==> src/sts_pkg.sv <==
// ----------------------------------------------------------------------------
// sts_pkg
// Shared constants for the sorted table binary search block.
// ----------------------------------------------------------------------------
`default_nettype none

package sts_pkg;

  localparam int DEFAULT_TABLE_DEPTH = 256;

  localparam int ENTRY_W = 32;
  localparam int INDEX_W = 8;
  localparam int COUNT_W = 9;

  localparam logic REQ_LOAD   = 1'b0;
  localparam logic REQ_SEARCH = 1'b1;

endpackage

`default_nettype wire

==> src/sts_ctrl.sv <==
// ----------------------------------------------------------------------------
// sts_ctrl
// Load decode, binary search sequencer and result register.
// ----------------------------------------------------------------------------
`default_nettype none

module sts_ctrl #(
  parameter int TABLE_DEPTH = sts_pkg::DEFAULT_TABLE_DEPTH,
  parameter int AW          = $clog2(TABLE_DEPTH),
  parameter int CW          = $clog2(TABLE_DEPTH + 1)
) (
  input  wire logic                               clk,
  input  wire logic                               rst_n,
  input  wire logic                               in_valid,
  output      logic                               in_ready,
  input  wire logic                               req_type,
  input  wire logic [sts_pkg::INDEX_W-1:0]        entry_index,
  input  wire logic signed [sts_pkg::ENTRY_W-1:0] entry_value,
  input  wire logic signed [sts_pkg::ENTRY_W-1:0] search_key,
  input  wire logic [CW-1:0]                      n_entries,
  output      logic                               wr_en,
  output      logic [AW-1:0]                      wr_addr,
  output      logic [sts_pkg::ENTRY_W-1:0]        wr_data,
  output      logic                               rd_en,
  output      logic [AW-1:0]                      rd_addr,
  input  wire logic [sts_pkg::ENTRY_W-1:0]        rd_data,
  output      logic                               out_valid,
  input  wire logic                               out_ready,
  output      logic                               out_found,
  output      logic [sts_pkg::INDEX_W-1:0]        out_index
);
  import sts_pkg::*;

  localparam logic [1:0] ST_IDLE  = 2'd0;
  localparam logic [1:0] ST_CHECK = 2'd1;
  localparam logic [1:0] ST_CMP   = 2'd2;
  localparam logic [1:0] ST_FIN   = 2'd3;

  logic [1:0]                state_r, state_nxt;
  logic [CW-1:0]             lo_r, lo_nxt;
  logic [CW-1:0]             hi_r, hi_nxt;
  logic [AW-1:0]             mid_r, mid_nxt;
  logic signed [ENTRY_W-1:0] key_r, key_nxt;
  logic                      hit_r, hit_nxt;
  logic                      out_valid_r, out_valid_nxt;
  logic                      out_found_r, out_found_nxt;
  logic [INDEX_W-1:0]        out_index_r, out_index_nxt;

  logic                      accept;
  logic [CW:0]               mid_sum;
  logic [AW-1:0]             mid_calc;
  logic signed [ENTRY_W-1:0] probe;

  assign in_ready = (state_r == ST_IDLE);
  assign accept   = in_valid && in_ready;
  assign probe    = $signed(rd_data);

  assign wr_en   = accept && (req_type == REQ_LOAD) && (32'(entry_index) < TABLE_DEPTH);
  assign wr_addr = AW'(entry_index);
  assign wr_data = entry_value;

  assign mid_sum  = {1'b0, lo_r} + {1'b0, hi_r} - (CW+1)'(1);
  assign mid_calc = AW'(mid_sum >> 1);

  assign rd_en   = (state_r == ST_CHECK) && (lo_r < hi_r);
  assign rd_addr = mid_calc;

  always_comb begin
    state_nxt     = state_r;
    lo_nxt        = lo_r;
    hi_nxt        = hi_r;
    mid_nxt       = mid_r;
    key_nxt       = key_r;
    hit_nxt       = hit_r;
    out_valid_nxt = out_valid_r && !out_ready;
    out_found_nxt = out_found_r;
    out_index_nxt = out_index_r;
    unique case (state_r)
      ST_IDLE: begin
        if (accept && (req_type == REQ_SEARCH)) begin
          lo_nxt    = '0;
          hi_nxt    = n_entries;
          key_nxt   = search_key;
          hit_nxt   = 1'b0;
          state_nxt = ST_CHECK;
        end
      end
      ST_CHECK: begin
        if (lo_r < hi_r) begin
          mid_nxt   = mid_calc;
          state_nxt = ST_CMP;
        end else begin
          hit_nxt   = 1'b0;
          state_nxt = ST_FIN;
        end
      end
      ST_CMP: begin
        if (key_r < probe) begin
          hi_nxt    = CW'(mid_r);
          state_nxt = ST_CHECK;
        end else if (probe < key_r) begin
          lo_nxt    = CW'(mid_r) + CW'(1);
          state_nxt = ST_CHECK;
        end else begin
          hit_nxt   = 1'b1;
          state_nxt = ST_FIN;
        end
      end
      ST_FIN: begin
        if (!out_valid_r || out_ready) begin
          out_valid_nxt = 1'b1;
          out_found_nxt = hit_r;
          out_index_nxt = hit_r ? INDEX_W'(mid_r) : '0;
          state_nxt     = ST_IDLE;
        end
      end
      default: state_nxt = ST_IDLE;
    endcase
  end

  always_ff @(posedge clk) begin
    if (!rst_n) begin
      state_r     <= ST_IDLE;
      out_valid_r <= 1'b0;
    end else begin
      state_r     <= state_nxt;
      out_valid_r <= out_valid_nxt;
    end
  end

  always_ff @(posedge clk) begin
    lo_r        <= lo_nxt;
    hi_r        <= hi_nxt;
    mid_r       <= mid_nxt;
    key_r       <= key_nxt;
    hit_r       <= hit_nxt;
    out_found_r <= out_found_nxt;
    out_index_r <= out_index_nxt;
  end

  assign out_valid = out_valid_r;
  assign out_found = out_found_r;
  assign out_index = out_index_r;

`ifndef ASSERT_OFF
  a_search_starts: assert property (@(posedge clk) disable iff (!rst_n)
    accept && (req_type == REQ_SEARCH) |=> state_r == ST_CHECK)
    else $error("search accepted but sequencer did not start");

  a_read_latency: assert property (@(posedge clk) disable iff (!rst_n)
    state_r == ST_CMP |-> $past(rd_en))
    else $error("compare without a read issued the cycle before");

  a_bounds_order: assert property (@(posedge clk) disable iff (!rst_n)
    state_r == ST_CHECK |-> lo_r <= hi_r && hi_r <= n_entries)
    else $error("search bounds out of order");

  a_result_from_fin: assert property (@(posedge clk) disable iff (!rst_n)
    $rose(out_valid_r) |-> $past(state_r) == ST_FIN)
    else $error("result raised outside finish state");
`endif

endmodule

`default_nettype wire
==> config.mk <==
export PLATFORM = sky130hd
export DESIGN_NAME = sts_ctrl
export DESIGN_NICKNAME = d
export VERILOG_FILES = /design/src/sts_pkg.sv /design/src/sts_ctrl.sv
export SDC_FILE = /design/constraint.sdc
export NUM_CORES = 1
export LEC_CHECK = 0
export ABC_AREA = 1
export BUFFER_PORTS_ARGS = -buffer_cell sky130_fd_sc_hd__buf_2
export CAP_MARGIN = 5
export CORE_UTILIZATION = 40
export DETAILED_ROUTE_END_ITERATION = 8
export PLACE_DENSITY = 0.71
export SYNTH_ARGS = -nofsm -noshare
export SYNTH_HDL_FRONTEND = slang
export SYNTH_SLANG_ARGS = --single-unit
export TNS_END_PERCENT = 5
==> constraint.sdc <==
create_clock -name clk -period 2.69 [get_ports clk]
set_clock_uncertainty 0.05 [all_clocks]
set_input_delay 0.1345 -clock clk [delete_from_list [all_inputs] [get_ports clk]]
set_output_delay 0.1345 -clock clk [all_outputs]
set_load 0.005 [all_outputs]
After elaboration in Yosys (flattened, before gate mapping)
Index checks and enable logic that the tools add are counted.
- muxes and demuxes: 20
- bitwise logic cells: 1
- reductions and logical operators: 18
- shift operators: 0
- equality and inequality tests: 10
- multipliers: 0
- div/mod/pow operators: 0
- $add $sub $neg: 3
- $lt $le $gt $ge: 3
- operator list (kind ; number):
    32-bit less-than comparator ; 2
    9-bit 2-to-1 mux ; 5
    9-bit case mux with 2 select lines ; 2
    2-bit inequality test (second input constant) ; 6
    8-bit by 1-bit adder with 9-bit output (second input constant) ; 1
    9-bit adder ; 1
    9-bit less-than comparator ; 1
    9-bit by 1-bit subtractor with 9-bit output (second input constant) ; 1
    2-bit 2-to-1 mux ; 4
    2-bit case mux with 4 select lines ; 1
    2-bit AND reduction ; 4
    1-bit 2-to-1 mux ; 7
    1-bit logical AND ; 5
    5-bit AND reduction ; 1
    2-bit == test (second input constant) ; 2
    4-bit AND reduction ; 1
    1-bit case mux with 3 select lines ; 1
    3-bit AND reduction ; 1
    3-bit nonzero test ; 1
    2-bit by 1-bit == test with 1-bit output (second input constant) ; 1
    1-bit logical NOT ; 2
    2-bit logical NOT ; 1
    2-bit by 1-bit inequality test with 1-bit output (second input constant) ; 1
    2-bit nonzero test ; 1
    2 further kinds ; 2
- memories kept: 0
- register bits: 71
- latch bits: 0
- input port bits: 118
- RAM bits: 0
- logic and storage cells: 64
- ROM bits: 0

Logic depth before layout (Yosys ltp)
Gate-level depths: netlist of run 1.
- depth after elaboration: 5
- gate-level depth with buffers: 18

Worst setup path after synthesis of run 1
No wires, ideal clock.
- kind: register -> register
- start: register state_r[0]
- end: register hi_r[0] (enable)
- arrival time: 2.604 ns
- stages on the path, launching flop included: 6
- path buffers: 0
- required time: 2.262 ns
- clock period less this slack: 3.032 ns
- setup slack: -0.342 ns
- path through: dfxtp_1 -> nor2_1 -> inv_1 -> nor3_2 -> nor2_1 -> a21oi_1
- word-level cells in the longest chain between the ends: 5
- ends and longest elaborated chain (what ; line ; text):
    start, declared ; sts_ctrl.sv:39 ; logic [1:0] state_r, state_nxt;
    start signal, assigned ; sts_ctrl.sv:126 ; state_r <= state_nxt;
    2-bit logical NOT (*) ; sts_ctrl.sv:54 ; assign in_ready = (state_r == ST_IDLE);
    named net in_ready ; sts_ctrl.sv:15 ; output logic in_ready,
    1-bit logical AND ; sts_ctrl.sv:55 ; assign accept = in_valid && in_ready;
    1-bit logical AND ; sts_ctrl.sv:80 ; if (accept && (req_type == REQ_SEARCH)) begin
    2-bit by 1-bit inequality test with 1-bit output (no line) ; -- ;
    3-bit AND reduction (no line) (*) ; -- ;
    end signal, assigned ; sts_ctrl.sv:133 ; hi_r <= hi_nxt;
    end, declared ; sts_ctrl.sv:41 ; logic [CW-1:0] hi_r, hi_nxt;
Mark *: on every way through the listed nets, which the timed path passes. The rest lies on a longest branch.
A chain may end at the register's enable or synchronous reset.

Worst setup path after layout of run 1
- start: register lo_r[3]
- end: output rd_addr[7]
- word-level cells in the longest chain between the ends: 2
- ends and longest elaborated chain (what ; line ; text):
    start, declared ; sts_ctrl.sv:40 ; logic [CW-1:0] lo_r, lo_nxt;
    start signal, assigned ; sts_ctrl.sv:132 ; lo_r <= lo_nxt;
    9-bit adder ; sts_ctrl.sv:62 ; assign mid_sum = {1'b0, lo_r} + {1'b0, hi_r} - (CW+1)'(1);
    9-bit by 1-bit subtractor with 9-bit output ; sts_ctrl.sv:62 ;
    end, declared ; sts_ctrl.sv:25 ; output logic [AW-1:0] rd_addr,
Every way passes these cells.

==> Implementation_results.wiki, run 1 <==
{| class="wikitable"
! Metric !! Value
|-
| Result of the run || complete, no violations
|-
| Via count of the first global-routing pass || 3362
|-
| Count of buffers inserted at the top-level ports || 98
|-
| Height of the die || 107 um
|-
| Final setup vio count || 0
|-
| Synth-to-layout area growth || 22.3%
|-
| Unrepaired setup endpoints after global routing || true
|-
| Number of distinct library cell variants in the gate-level netlist after synthesis || 36
|-
| Post-synthesis instance area || 0.00440 sq mm
|-
| Area of all placed cells without fillers || 0.00538 sq mm
|-
| YS warnings || 0
|-
| Power per unit of standard cell area || 598 mW/mm^2
|-
| Crit path max-delay cell type || sky130_fd_sc_hd__edfxtp_1
|-
| Area after detailed placement || 0.00479 sq mm
|-
| Final period util || 99.5%
|-
| Number of routed nets with antenna violations || 0
|-
| Crit Path Class || flop to output port
|-
| Antenna violations before repair || 0
|-
| Internal reg-to-reg setup slack || 200 ps
|-
| Detailed placer's ending HPWL || 7.08 mm
|-
| Placeable core region || 0.0105 sq mm
|-
| Sequential fraction of the synthesis area || 47.8%
|-
| Number of cell instances on the worst register-to-register path || 13
|-
| Flip-flop and latch count after synthesis || 71
|-
| Critical path, cell by cell || inv_1, ha_1, inv_1, ha_2, a21oi_1, nand2_1, a21oi_2, o21bai_2, a21oi_1, o21bai_1, xnor2_1, buf_2
|-
| Maximum fanout encountered on the critical timing path || 4
|-
| Core Rows || 37
|-
| Required arrival time at the worst endpoint || 2510 ps
|-
| Crit path largest cell delay || 410 ps
|-
| Capturing instance or port of the critical path || rd_addr[7]
|-
| Max-slew violation total from the final report || 0
|-
| Synth Net Count || 623
|-
| Hold crit path type || input pin to flop
|-
| Average detailed-routed wire length per instance || 13.4 um
|-
| R2r endpoint || mid_r[7]
|-
| Least setup slack across all paths after layout || 12.2 ps
|-
| Pleak || 0.00266 uW
|-
| CP Data Arrival Time || 2490 ps
|-
| Commonest cells after routing, fill and taps aside || sky130_fd_sc_hd__inv_1, sky130_fd_sc_hd__buf_2, sky130_fd_sc_hd__edfxtp_1, sky130_fd_sc_hd__nand2_1, sky130_fd_sc_hd__ha_1
|-
| Max-capacitance violation count || 0
|-
| Main synth FF type || sky130_fd_sc_hd__edfxtp_1
|-
| Worst-case headroom to the max-slew limit || 59.0%
|-
| CTS Root Cell || sky130_fd_sc_hd__clkbuf_8
|-
| Crit. End Element || output port
|-
| Final WL || 9.40 mm
|-
| Post-layout minimum cycle time || 2680 ps
|-
| Post-synthesis instance total || 449
|-
| Tightest Pin Transition || 609 ps
|-
| Violation count after the first detailed-routing iteration || 125
|-
| ANT cells || 0
|-
| Number of iterations in the first detailed-routing pass || 6
|-
| Number of levels in the clock H-tree || 3
|-
| Peak Freq || 373 MHz
|-
| Via count normalized by instance count || 4.67
|-
| Final global-route overflow total || 0
|-
| Detailed-route via count || 3271
|-
| Placer's final routability congestion estimate || 0.882
|-
| Fraction of final layout cells with drive strength greater than 1 || 23.9%
|-
| Nets || 733
|-
| Sink Count || 71
|-
| Post-synth EDFFs || 68
|-
| Global-route usage over all layers || 17.2%
|-
| Clk buf depth || 2
|-
| CTS buffer count || 9
|-
| Final Hold Fails || 0
|-
| Peak VDD IR || 0.326 mV
|-
| Die ar. || 0.0114 sq mm
|-
| Post-synthesis async set-or-reset flop share || 0%
|-
| Source of the worst register-to-register timing path || lo_r[3]
|-
| Clock Latency Late Sink || 360 ps
|-
| First-pass GRT wire length || 14.8 mm
|-
| Count of pins on the block boundary || 179
|-
| Final routed DRC violation total || 0
|-
| Startpoint types || flop
|-
| Worst setup path start || lo_r[3]
|-
| TritonCTS clock tree || done
|-
| Overall die width || 107 um
|-
| Effective utilization at floorplan || 41.9%
|-
| Pin count of the biggest net entering global routing || 21
|-
| Clock-pin transition on the worst setup and hold timing paths || 80 ps
|-
| Placement Setup Slack || 213 ps
|-
| Avg Inst Size Synth || 9.80 sq um
|}
report_power, final:
| part | leakage [uW] | internal, uW | total [uW] | switching [uW] |
|---|---|---|---|---|
| clock | 0.0000880 | 425 | 833 | 408 |
| combinational | 0.00191 | 432 | 959 | 527 |
| sequential | 0.000659 | 1370 | 1430 | 58.0 |
metal layers:
| metal | part of all wire [%] | up-vias | GRT usage (%) |
|---|---|---|---|
| met3 | 6.0 | 45 | 4.74 |
| met5 | 0 | - | 0 |
| met2 | 48 | 95 | 29.9 |
| li1 | - | 1638 | - |
| met1 | 42 | 1493 | 18.9 |
| met4 | 4.0 | 0 | 10.1 |
cell type report:
class                      count  area [sq um]
inverter                      99           372
multi-input combinational    236          1650
sequential                    71          2100
clock inverter                 4          46.3
timing repair buffer         142           913
tap                          136           170
clock buffer                  12           135
fill                         935          5120
flip-flops by register name, indices dropped and copies added (netlist names):
| register | cells |
|---|---|
| hi_r | 9 |
| lo_r | 9 |
| key_r | 32 |
| mid_r | 8 |
| out_valid | 1 |
| hit_r | 1 |
| state_r | 2 |
| out_index | 8 |
| out_found | 1 |
critical path: cells and delay by family, from the launching register on:
family | cells | cell delay (ps)
fa+ha+maj | 2 | 530
compound gates | 5 | 620
buf+inv | 3 | 290
simple gates | 1 | 100
flops | 1 | 410
xor+xnor | 1 | 170
synthesized netlist by cell type (2+ instances only):
cell | n | area, sq um
sky130_fd_sc_hd__o21bai_1 | 2 | 15.0
sky130_fd_sc_hd__buf_4 | 40 | 300
sky130_fd_sc_hd__a21oi_1 | 30 | 150
sky130_fd_sc_hd__edfxtp_1 | 68 | 2040
sky130_fd_sc_hd__xor2_1 | 7 | 61.3
sky130_fd_sc_hd__nor2_1 | 25 | 93.8
sky130_fd_sc_hd__nor4_1 | 2 | 12.5
sky130_fd_sc_hd__dfxtp_1 | 3 | 60.1
sky130_fd_sc_hd__a21o_1 | 2 | 15.0
sky130_fd_sc_hd__nand2_2 | 3 | 18.8
sky130_fd_sc_hd__inv_1 | 98 | 368
sky130_fd_sc_hd__o21ai_0 | 10 | 50.1
sky130_fd_sc_hd__nand3_1 | 9 | 45.0
sky130_fd_sc_hd__o21a_1 | 2 | 15.0
sky130_fd_sc_hd__nand2_1 | 65 | 244
sky130_fd_sc_hd__nand4_1 | 4 | 25.0
sky130_fd_sc_hd__nor3_1 | 5 | 25.0
sky130_fd_sc_hd__ha_1 | 55 | 688
sky130_fd_sc_hd__clkbuf_1 | 2 | 7.51
worst min-delay path by stage:
stage	startpoint	to	slack, ps	cells past startpoint
after floorplan	rst_n	state_r[1]	180	2
after global routing	n_entries[6]	hi_r[6]	30	3
after CTS	n_entries[6]	hi_r[6]	7	3
final	n_entries[4]	hi_r[4]	20	3
after global placement	entry_value[14]	wr_data[14]	220	0
after detailed placement	entry_value[14]	wr_data[14]	220	0
what timing repair did:
action                                  in CTS  in global routing
gates resized for setup                      6                  2
endpoints found under the setup margin       3                  3
buffers inserted                             1                  1
endpoints found under the hold margin       38                  0
hold buffers                                37                  0
pin swaps                                    2                  2
through the flow:
step,TNS [ps],total power [uW],utilization (%),cells,hold slack [ps]
after floorplan,0,2020,-,449,182
after global placement,0,2260,45.6,645,219
after detailed placement,0,2300,45.6,645,219
after CTS,-52.9,3220,51.1,699,6.56
after global routing,-301,3410,51.2,700,25.9
final,0,3220,51.2,700,21.9
kinds of logic after synthesis:
kind of cell | synth area share [%]
flops | 47.8
compound gates | 6.40
buf+inv | 15.7
xor+xnor | 1.59
simple gates | 12.5
fa+ha+maj | 16.1
Power figures use the tool's default switching activity.
==> run 2, diff against run 1 <==
--- a/config.mk
+++ b/config.mk
@@ -10,7 +10,7 @@
 export CAP_MARGIN = 5
 export CORE_UTILIZATION = 40
 export DETAILED_ROUTE_END_ITERATION = 8
-export PLACE_DENSITY = 0.71
+export PLACE_DENSITY_LB_ADDON = 0.05
 export SYNTH_ARGS = -nofsm -noshare
 export SYNTH_HDL_FRONTEND = slang
 export SYNTH_SLANG_ARGS = --single-unit
==> run 2 against run 1 <==
Combinational power is 12% higher. First-iteration DRC count is 6.4% lower. Power is 3.6% higher. Register-to-register slack better by 180 ps. Global-route usage is 0.82 points higher. Critical path depth is 1 lower. Via count is 1.7% lower. Non-clock buffer count is 5 higher. Utilization is 1.4 points higher. Clock-buffer cell count is 2 lower.
==> Implementation_results.wiki, run 2 (synthesis gave the netlist of run 1 again) <==
{| class="wikitable"
! Metric !! Value
|-
| Maximum fanout encountered on the critical timing path || 2 (-2)
|-
| Clock-pin transition on the worst setup and hold timing paths || 80 ps (about the same)
|-
| ANT cells || 0 (unchanged)
|-
| Startpoint types || flop
|-
| Nets || 738 (+0.68%)
|-
| Worst-case headroom to the max-slew limit || 61.0% (+2.0 points)
|-
| Crit Path Class || flop to output port
|-
| TritonCTS clock tree || done
|-
| Final global-route overflow total || 0 (unchanged)
|-
| Via count of the first global-routing pass || 3164 (-5.9%)
|-
| Flip-flop count of the largest register, all copies and words added || 32 (unchanged)
|-
| Placeable core region || 0.0105 sq mm (unchanged)
|-
| Number of levels in the clock H-tree || 3 (unchanged)
|-
| Height of the die || 107 um (unchanged)
|-
| CP Data Arrival Time || 2450 ps (-40 ps)
|-
| Register with the most flip-flops || key_r
|-
| Required arrival time at the worst endpoint || 2510 ps (about the same)
|-
| Power per unit of standard cell area || 603 mW/mm^2 (+0.80%)
|-
| Unrepaired setup endpoints after global routing || true
|-
| Proportion of power drawn by the clock network || 25.0% (-0.9 points)
|-
| Proportion of power drawn by combinational gates || 32.2% (+2.4 points)
|-
| Average detailed-routed wire length per instance || 14.4 um (+6.9%)
|-
| Worst Hold Margin || 22.7 ps (+0.816 ps)
|-
| Result of the run || complete, no violations
|-
| Tightest Pin Transition || 584 ps (-25.2 ps)
|-
| Peak VDD IR || 0.297 mV (-8.8%)
|-
| Effective utilization at floorplan || 41.9% (unchanged)
|-
| Count of buffers inserted at the top-level ports || 98 (unchanged)
|-
| CTS buffer count || 9 (unchanged)
|-
| Pin count of the biggest net entering global routing || 31 (+48%)
|-
| Total Negative Setup Slacks || 0 ps (unchanged)
|-
| Final WL || 10.1 mm (+7.6%)
|-
| Sink Count || 71 (unchanged)
|-
| Final period util || 97.8% (-1.8 points)
|-
| Clk buf depth || 2 (unchanged)
|-
| CTS Root Cell || sky130_fd_sc_hd__clkbuf_8
|-
| Launch point of the worst hold path || n_entries[3]
|-
| Peak Freq || 380 MHz (+1.8%)
|-
| Final Hold Fails || 0 (unchanged)
|-
| Count of pins on the block boundary || 179 (unchanged)
|-
| Design internal power || 2280 uW (+2.6%)
|-
| Antenna violations before repair || 0 (unchanged)
|-
| Worst hold path stage count || 3 (unchanged)
|-
| Hold worst-path end || hi_r[3]
|-
| Max-capacitance violation count || 0 (unchanged)
|-
| Number of routed nets with antenna violations || 0 (unchanged)
|-
| Final routed DRC violation total || 0 (unchanged)
|-
| Post-layout minimum cycle time || 2630 ps (-48.0 ps)
|-
| Overall die width || 107 um (unchanged)
|-
| Sw power || 1050 uW (+5.9%)
|-
| R2r endpoint || hi_r[4]
|-
| Registers with the most flip-flops || key_r x32, hi_r x9, lo_r x9
|-
| Violation count after the first detailed-routing iteration || 117 (-6.4%)
|-
| First-pass GRT wire length || 15.2 mm (+2.7%)
|-
| Global-route usage over all layers || 18.1% (+0.82 points)
|-
| Source of the worst register-to-register timing path || key_r[31]
|-
| Crit path largest cell delay || 420 ps (about the same)
|-
| Via count normalized by instance count || 4.56 (-2.3%)
|-
| Commonest non-fill, non-tap cell in the layout || sky130_fd_sc_hd__buf_2
|-
| Critical path, cell by cell || inv_2, ha_4, inv_2, ha_4, fa_2, a31oi_4, nor2_1, o21ai_1, nand2_1, xor2_1, buf_2
|-
| Hold crit path type || input pin to flop
|-
| Detailed placer's ending HPWL || 7.72 mm (+9.1%)
|-
| Max-slew violation total from the final report || 0 (unchanged)
|-
| Commonest cells after routing, fill and taps aside || sky130_fd_sc_hd__buf_2, sky130_fd_sc_hd__inv_1, sky130_fd_sc_hd__edfxtp_1, sky130_fd_sc_hd__nand2_1, sky130_fd_sc_hd__ha_1
|-
| Final setup vio count || 0 (unchanged)
|-
| Number of non-filler instances in the completed layout || 705 (+0.71%)
|-
| Number of cell instances on the worst register-to-register path || 11 (-2)
|-
| Detailed-route via count || 3217 (-1.7%)
|-
| Crit path max-delay cell type || sky130_fd_sc_hd__fa_2
|-
| Number of iterations in the first detailed-routing pass || 4 (-2)
|-
| Placer's final routability congestion estimate || 0.845 (-4.1%)
|-
| Synth-to-layout area growth || 25.7%
|-
| Sw Share || 31.5% (+0.69 points)
|-
| Sequential power share || 42.8% (-1.5 points)
|-
| Clock Latency Late Sink || 350 ps (about the same)
|-
| Total instance count after detailed placement || 645 (unchanged)
|-
| Core Rows || 37 (unchanged)
|-
| Crit. End Element || output port
|-
| Fraction of final layout cells with drive strength greater than 1 || 27.9% (+4.0 points)
|-
| Internal reg-to-reg setup slack || 380 ps (+180 ps)
|-
| Die ar. || 0.0114 sq mm (unchanged)
|-
| Pleak || 0.00268 uW (+0.81%)
|}
-- run 2: how the worst max path moves through the flow --
stage	startpoint	endpoint	slack, ps	cells after the start
detailed placement	lo_r[1]	rd_addr[6]	250	11
global placement	lo_r[1]	rd_addr[6]	280	11
finish	lo_r[1]	rd_addr[6]	60	11
floorplan	state_r[0]	hi_r[0]	150	5
CTS	lo_r[1]	rd_addr[6]	-40	11
global route	lo_r[3]	rd_addr[7]	-70	12
-- run 2: per-stage QoR --
stage          power, uW  utilization, %  setup slack (ps)  cell area [sq um]
3_5_place_dp        2320            45.6               247               4790
2_1_floorplan       2020               -               149               4410
3_3_place_gp        2310            45.6               283               4790
6_report            3340            52.6              60.2               5530
4_1_cts             3260            51.2             -38.6               5380
5_1_grt             3550            52.6             -65.4               5530
-- run 2: power by group through the flow --
| stage | sequential [uW] | clock [uW] | combinational, uW |
|---|---|---|---|
| after floorplan | 1430 | 0 | 589 |
| after CTS | 1430 | 866 | 962 |
| after detailed placement | 1450 | 0 | 862 |
| after global routing | 1440 | 907 | 1210 |
| after global placement | 1450 | 0 | 860 |
| final | 1430 | 833 | 1070 |
-- run 2: cell type report --
type	count	area (sq um)
well taps	136	170
flip-flops and latches	71	2100
multi-input cells	236	1750
clock inverters	6	61.3
clock buffers	10	128
fillers	955	4980
inverters	99	374
repair buffers	147	948
-- run 2: layer usage --
layer,global-route usage (%),share of wire [%],up-vias
met2,30.0,48,107
met4,9.20,3.6,0
met1,21.4,42,1437
met3,4.92,6.1,24
met5,0,0,-
li1,-,-,1649
-- run 2: worst max-delay path: cells and delay by family, from the launching register on --
family	cells	cell delay, ps
adder cells (fa/ha/maj)	3	850
XOR/XNOR	1	190
flip-flops	1	370
buffers and inverters	3	260
AO/OA/AOI/OAI	2	300
AND/OR/NAND/NOR	2	140
-- run 2: timing repair --
item,4_1_cts,5_1_grt
gates resized for setup,6,24
setup buffers,1,7
pin swaps,3,12
endpoints found under the setup margin,3,4
endpoints found under the hold margin,37,0
hold buffers,36,0
